## src/rtl/hmbs_pkg.sv

```systemverilog
// ----------------------------------------------------------------------------
// Heightmap sampler package
// Shared types and constants for the heightmap store and its interpolator.
// ----------------------------------------------------------------------------
package hmbs_pkg;

	// Height word, signed Q8.8.
	localparam int H_W = 16;
	// Fraction width and the value that stands for one whole step.
	localparam int FRAC_W = 8;
	localparam int FRAC_ONE = 256;
	// Configuration index and data widths.
	localparam int CFG_IDX_W = 2;
	localparam int CFG_DATA_W = 8;

	typedef logic signed [H_W-1:0] height_t;

	// Operation codes of an input item.
	typedef enum logic [1:0] {
		OP_WRITE  = 2'd0,
		OP_SAMPLE = 2'd1,
		OP_FILL   = 2'd2,
		OP_NOP    = 2'd3
	} op_t;

	// Configuration register indexes.
	localparam logic [CFG_IDX_W-1:0] CFG_COLS = 2'd0;
	localparam logic [CFG_IDX_W-1:0] CFG_ROWS = 2'd1;

	// One request to the interpolation unit.
	typedef struct packed {
		logic               load;
		height_t            base;
		height_t            target;
		logic [FRAC_W-1:0]  frac;
	} interp_req_t;

endpackage

```

## src/rtl/hmbs_interp.sv

```systemverilog
// ----------------------------------------------------------------------------
// Heightmap sampler interpolation unit
// Registers base and (target - base) * frac, then forms
// base + product / 256 with truncation toward zero in the next cycle.
// ----------------------------------------------------------------------------
module hmbs_interp import hmbs_pkg::*; (
	input  logic        clk,
	input  interp_req_t req,
	output height_t     result
);

	localparam int PROD_W = H_W + FRAC_W + 2;

	logic signed [H_W:0]      diff;
	logic signed [PROD_W-1:0] prod;
	logic signed [PROD_W-1:0] prod_q;
	logic signed [PROD_W-1:0] adj;
	logic signed [PROD_W-1:0] quot;
	height_t                  base_q;

	// Difference and product; the fraction is unsigned.
	assign diff = {req.target[H_W-1], req.target} - {req.base[H_W-1], req.base};
	assign prod = PROD_W'(diff) * PROD_W'($signed({1'b0, req.frac}));

	always_ff @(posedge clk) begin
		if (req.load) begin
			base_q <= req.base;
			prod_q <= prod;
		end
	end

	// Bias negative products so the arithmetic shift truncates toward zero.
	assign adj  = prod_q + (prod_q[PROD_W-1] ? PROD_W'(FRAC_ONE - 1) : PROD_W'(0));
	assign quot = adj >>> FRAC_W;

	// The sum lies between the two operands, so 16 bits always hold it.
	assign result = base_q + H_W'(quot);

endmodule

```

## config.mk

```make
export PLATFORM = sky130hd
export DESIGN_NAME = hmbs_interp
export DESIGN_NICKNAME = d
export VERILOG_FILES = /design/src/rtl/hmbs_pkg.sv /design/src/rtl/hmbs_interp.sv
export SDC_FILE = /design/constraint.sdc
export NUM_CORES = 1
export LEC_CHECK = 0
export ABC_AREA = 0
export ABC_CLOCK_PERIOD_IN_PS = 6700
export BUFFER_PORTS_ARGS = -buffer_cell sky130_fd_sc_hd__buf_2
export CELL_PAD_IN_SITES_DETAIL_PLACEMENT = 2
export CELL_PAD_IN_SITES_GLOBAL_PLACEMENT = 2
export CORE_MARGIN = 8
export CORE_UTILIZATION = 35
export CTS_CLUSTER_SIZE = 10
export DETAILED_ROUTE_END_ITERATION = 8
export GPL_TIMING_DRIVEN = 0
export PLACE_DENSITY_LB_ADDON = 0.12
export SETUP_SLACK_MARGIN = 0.05
export SYNTH_ARGS = -nofsm -noshare
export SYNTH_HDL_FRONTEND = slang
export SYNTH_SLANG_ARGS = --single-unit
```

## constraint.sdc

```tcl
create_clock -name clk -period 6.7 [get_ports clk]
set_input_delay 0.335 -clock clk [delete_from_list [all_inputs] [get_ports clk]]
set_output_delay 0.335 -clock clk [all_outputs]
set_load 0.01 [all_outputs]
```

-- Yosys cells after proc, flatten, opt, wreduce, memory -nomap -nowiden
Index checks and enable logic that the tools add are counted.
- register bits after elaboration: 42
- input port bits: 42
- output and inout port bits: 16
- add/subtract/negate cells: 3
- multipliers: 1
- muxes and demuxes: 1
- operators with widths (operator ; number):
    17-bit by 9-bit multiplier with 26-bit output ; 1
    24-bit by 9-bit adder with 24-bit output ; 1
    16-bit by 16-bit subtractor with 17-bit output ; 1
    16-bit adder ; 1
    8-bit two-way mux ; 1

-- Longest topological paths before layout
Gate-level depths: netlist of run 1.
- depth in word-level cells: 3
- mapped depth: 28
- mapped depth without buffers: 28

-- Least setup slack after synthesis of run 1
No wires, ideal clock.
- path type: input-to-reg
- from: input req[8] in the netlist's numbering
- to: register prod_q[25] (data pin)
- data arrival time: 5979 ps
- setup slack: 459 ps
- stages: 25
- buffers on the path: 0
- path through: inv_1 -> ha_1 -> fa_1 -> nor2b_1 -> o21ai_0 -> a21boi_1 -> o21ai_2 -> a211oi_1 -> mux2i_1 -> nand2_1 -> and2_1 -> fa_1 -> fa_1 -> inv_1 -> fa_1 -> fa_1 -> inv_1 -> ha_1 -> and4_1 -> and2_1 -> a221oi_2 -> a21oi_1 -> a21o_1 -> a221oi_2 -> xnor2_1
- longest elaborated chain between the ends: 2
- RTL lines (item ; line ; source):
    start: declaration ; hmbs_interp.sv:8 ; input interp_req_t req,
    16-bit by 16-bit subtractor with 17-bit output ; hmbs_interp.sv:22 ; assign diff = {req.target[H_W-1], req.target} - {req.base[H_W-1], req.base};
    17-bit by 9-bit multiplier with 26-bit output ; hmbs_interp.sv:23 ; assign prod = PROD_W'(diff) * PROD_W'($signed({1'b0, req.frac}));
    named net prod[25] ; hmbs_interp.sv:15 ; logic signed [PROD_W-1:0] prod;
    end signal: assignment ; hmbs_interp.sv:28 ; prod_q <= prod;
    end: declaration ; hmbs_interp.sv:16 ; logic signed [PROD_W-1:0] prod_q;
The timed path passes the listed nets, and every way through them passes these cells.
A chain may end at the register's enable or synchronous reset.

-- Worst setup path after layout of run 1
Same ends and word-level chain as after synthesis.

==> impl_metrics.ini, run 1 <==
[floorplanning]
die_height_um = 167.9
start_util = 0.3566
pin_count = 58
dieWidth_um = 167.9
die_area_um2 = 28180
rows = 55
fp.coreArea_um2 = 22640

[routing]
ant_nets = 0
drc_errors = 0
drtIter0Drc = 230
post_drt_wl_per_cell_um = 17.78
viasPerCell = 4.917
num_vias = 6190
wirelength_um = 22390
firstDrtPassIters = 4

[synth]
ys_ff_latch = 41
synth_ff_type = edfxtp_1
yosysWarnings = 0
synth_xor_area_frac = 0.06603
synth-edff-count = 41
synthAdderAreaFrac = 0.4129
synth_mux_area_frac = 0.003720
syn_nets = 1134
synth_cell_type_count = 53
syn-cell-area_um2 = 8073
synthSimpleGateAreaFrac = 0.1610
synth_compound_area_frac = 0.1062
syn-mean-instance-area_um2 = 9.060
netlist_instances = 891
synth_top_family_by_area = adder cells
seq_area_frac_synth = 0.1525
async_flop_share = 0

[clock_tree]
h-tree-depth = 2
numClockSinks = 41
clock_path_buffers = 2
cts_hold_buf = 0
clk_pin_slew_ns = 0.07
cts_tree = built
cts_buffers = 5
clockRootBuffer = clkbuf_16

[worst_hold_path]
min_from = req[38]
hold_path_class = in2reg

[sta]
worst_slew_pin_slew_ns = 0.9892
rsz0062_at_grt = yes
min_period_over_period = 0.9627
fin_crit_ns = 6.450
slew_violations = 0
fmax_mhz = 155.0
relSlewSlack = 0.3405
final_hold_viol_count = 0
setup-violations-final = 0

[worst_setup_path]
crit_arrival_ns = 6.46
cpPeakStageDelay_ns = 0.53
crit_start = req[8]
cp_top_family = adder cells
slowest_stage = fa_1
crit_required_ns = 6.71
crit_type = in2reg
crit_path_start_kind = input pin
cp-end-kind = flip-flop
crit_fanout = 4
worst-path-buf-inv = 5

[cells_and_area]
drive_gt1_frac = 0.1530
layout_commonest_cell = inv_1
nets = 1216
final_cells = 1259
most-common-layout-cells = 199 x inv_1, 106 x fa_1, 85 x ha_1
diodes = 0
synthToLayoutAreaGrowth_pct = 16.30

[grt]
grt_usage = 0.1625
grt_max_degree = 42
overflow = 0
grt_pass1_wl_um = 37190
antenna_found_initial = 0
grt_pass1_vias = 7179

[status]
status = finished, final reports clean

[placed_design]
io_buffers = 57
hpwl_um = 18840
placed_cells = 1233
gp_congestion = 0.7499

[run]
drv_cap = 0
## cell families (layout without fill, tap and decap cells)
family	after synthesis	in the layout
mux	3	3
compound gates	124	124
simple gates	253	253
buf+inv	209	292
flops	41	41
fa+ha+maj	201	201
xor+xnor	60	60
## metrics by stage
stage / setup TNS (ns) / cell area, um2 / hold WS [ns] / util / setup WS (ns)
floorplan: 0 / 8073 / 0.4339 / - / 0.4591
global placement: -6.465 / 8715 / 0.5286 / 0.3849 / -1.177
detailed placement: -8.239 / 8715 / 0.5322 / 0.3849 / -1.327
CTS: 0 / 9101 / 0.2271 / 0.4020 / 0.03948
global route: -0.08764 / 9389 / 0.2317 / 0.4147 / -0.07010
finish: 0 / 9389 / 0.2353 / 0.4147 / 0.2496
## timing repair
| item | CTS | global route |
|---|---|---|
| pin swaps | 11 | 27 |
| setup endpoints to repair | 10 | 6 |
| gates resized for setup | 28 | 48 |
| setup buffers | 11 | 7 |
## path summary, 6_finish.rpt
check	slack, ns	to	depth (start not counted)
max	0.25	prod_q[25]	27
min	0.24	base_q[14]	1
## synthesized netlist by cell type (3+ instances only)
cell / instances / area [um2]
nand2b_1: 17 / 106.4
a31oi_1: 5 / 31.28
nand2_1: 81 / 304.0
edfxtp_1: 41 / 1231
inv_1: 200 / 750.7
and2_1: 57 / 356.6
nand3_1: 13 / 65.06
xnor2_1: 41 / 359.1
clkbuf_1: 8 / 30.03
and4_1: 3 / 26.28
ha_1: 92 / 1151
mux2i_1: 3 / 30.03
a21o_1: 20 / 150.1
o21ai_0: 16 / 80.08
a21oi_1: 34 / 170.2
xor2_1: 18 / 157.7
a21boi_0: 3 / 22.52
nor3_1: 13 / 65.06
nor2_1: 29 / 108.9
a211oi_1: 6 / 45.04
nor2b_1: 25 / 156.4
o21bai_1: 8 / 60.06
fa_1: 109 / 2182
o21a_1: 10 / 75.07
or3_1: 3 / 18.77
## sequential cells by signal, indices dropped and copies added (netlist names)
| register | flops |
|---|---|
| prod_q | 25 |
| base_q | 16 |
## routing by layer
layer  track usage  wire length [um]  vias to the layer above  share of wire
met2        0.2811             10810                       68           0.48
met1        0.2185             10800                     3119           0.48
li1              -                 -                     2987              -
met4       0.03455               340                        0          0.015
met5             0                 0                        -              0
met3       0.01263               440                       16          0.020
## layout make-up
cell class,count,area (um2)
plain buffers,9,41.29
clock buffers,5,125.1
clock inverters,3,25.02
fillers,2505,13250
inverters,200,750.7
multi-input cells,641,6439
flip-flops and latches,41,1231
well taps,285,356.6
repair buffers,75,420.4
Power of run 1 is left out: the tool's default activity adds up to more than one toggle a clock period on the data nets, which glitch-free logic cannot reach.
==> run 2: changes to the inputs <==
==> constraint.sdc (replaced) <==
create_clock -name clk -period 6.7 [get_ports clk]
set_input_delay 2.01 -clock clk [delete_from_list [all_inputs] [get_ports clk]]
set_output_delay 2.01 -clock clk [all_outputs]
set_load 0.01 [all_outputs]
==> run 2 against run 1 <==
- the flow now finishes with violations (setup timing)
- worst setup slack got worse by 1.4 ns
- via count grew 3.4%
- highest routed layer is now met5
- core utilization rose by 3.5 points
- first-iteration DRC count shrank 36%
- global-route usage rose by 1.2 points
- wire length rose by 8.2%
- non-clock buffer count increased by 29
- critical path type unchanged
- design area up 8.4%
- sequential cell count unchanged
==> impl_metrics.ini, run 2 (synthesis gave the netlist of run 1 again) <==
[clock_tree]
cts_hold_buf = 0
clockRootBuffer = clkbuf_16
numClockSinks = 41
cts_buffers = 5
clock_path_buffers = 2
clk_pin_slew_ns = 0.07
h-tree-depth = 2
cts_tree = built

[grt]
grt_usage = 0.1747
grt_pass1_vias = 7433
antenna_found_initial = 1
overflow = 0
grt_max_degree = 42
grt_pass1_wl_um = 39570

[worst_setup_path]
crit_start = req[8]
cpPeakStageDelay_ns = 0.52
worst-path-buf-inv = 8
crit_fanout = 5
slowest_stage = fa_1
crit_arrival_ns = 7.98
crit_path_start_kind = input pin
cp_common_cell = fa_1
cp_top_family = adder cells
cp-end-kind = flip-flop
crit_required_ns = 6.79
crit_type = in2reg

[run]
drv_cap = 0

[cells_and_area]
final_area_um2 = 10180
diodes = 0
nets = 1245
synthToLayoutAreaGrowth_pct = 26.05
layout_commonest_cell = inv_1
reg.largest.list = prod_q (25), base_q (16)
largest_register = prod_q
largest_reg_flops = 25
drive_gt1_frac = 0.2512
most-common-layout-cells = 184 x inv_1, 105 x fa_1, 76 x ha_1

[floorplanning]
die_height_um = 167.9
pin_count = 58
die_area_um2 = 28180
fp.coreArea_um2 = 22640
rows = 55
dieWidth_um = 167.9
start_util = 0.3566

[placed_design]
gp_congestion = 0.7641
hpwl_um = 18890
placed_cell_area_um2 = 9011
io_buffers = 57

[sta]
min_period_over_period = 1.177
final_hold_viol_count = 0
fin_crit_ns = 7.886
slew_violations = 0
relSlewSlack = 0.3628
fmax_mhz = 126.8
setup-violations-final = 16
worst_slew_pin_slew_ns = 0.9557
fin_ws_ns = -1.186
rsz0062_at_grt = yes

[routing]
wirelength_um = 24220
drc_errors = 0
num_vias = 6403
viasPerCell = 4.971
post_drt_wl_per_cell_um = 18.80
ant_nets = 0
drtIter0Drc = 147
firstDrtPassIters = 6

[worst_hold_path]
hold_path_depth = 1
hold_path_class = in2reg
min_to = base_q[1]
min_from = req[25]

[status]
status = finished with violations
violations = setup timing
==> run 2: cell types whose count changed in the layout (fill, tap and decap cells not counted), moves of 10 or more <==
cell     change
nand2_1     -13
buf_6       +15
inv_2       +13
inv_1       -15
buf_4       +13
ha_4        +10
nand2_2     +12
==> run 2: routing by layer <==
| metal | share of wire | GRT usage | vias to the layer above |
|---|---|---|---|
| li1 | - | - | 3053 |
| met1 | 0.45 | 0.2233 | 3251 |
| met2 | 0.51 | 0.3127 | 78 |
| met3 | 0.026 | 0.01567 | 19 |
| met4 | 0.017 | 0.04270 | 2 |
| met5 | 0.00054 | 0 | - |
==> run 2: final cells by class <==
| type | count | area [um2] |
|---|---|---|
| fillers | 2463 | 12460 |
| multi-input cells | 641 | 6894 |
| flip-flops and latches | 41 | 1231 |
| inverters | 200 | 760.7 |
| repair buffers | 104 | 742.0 |
| well taps | 285 | 356.6 |
| clock buffers | 5 | 125.1 |
| plain buffers | 9 | 41.29 |
| clock inverters | 3 | 25.02 |
==> run 2: what timing repair did <==
action | 4_1_cts | 5_1_grt
pin swaps | 64 | 16
setup buffers | 37 | 10
setup endpoints to repair | 18 | 22
endpoints found under the hold margin | 0 | 0
gates resized for setup | 98 | 44
==> run 2: worst max-delay path by stage <==
stage            endpoint  slack (ns)  depth (start not counted)
3_3_place_gp   prod_q[25]       -2.14                         24
3_5_place_dp   prod_q[25]       -2.12                         25
5_1_grt        prod_q[23]       -1.41                         29
6_report       prod_q[23]       -1.19                         30
2_1_floorplan  prod_q[23]       -0.80                         26
4_1_cts        prod_q[25]       -1.17                         26
==> run 2: through the flow <==
stage | TNS (ns) | std cells | hold WS [ns] | utilization | worst slack, ns
after floorplan | -6.836 | 891 | 2.109 | - | -0.8001
after global placement | -23.32 | 1233 | 2.203 | 0.3980 | -2.137
after detailed placement | -23.90 | 1233 | 2.210 | 0.3980 | -2.120
after CTS | -11.72 | 1278 | 1.893 | 0.4393 | -1.168
after global routing | -15.81 | 1288 | 1.898 | 0.4495 | -1.410
final | -12.41 | 1288 | 1.899 | 0.4495 | -1.186
Power of run 2 is left out for the same reason.
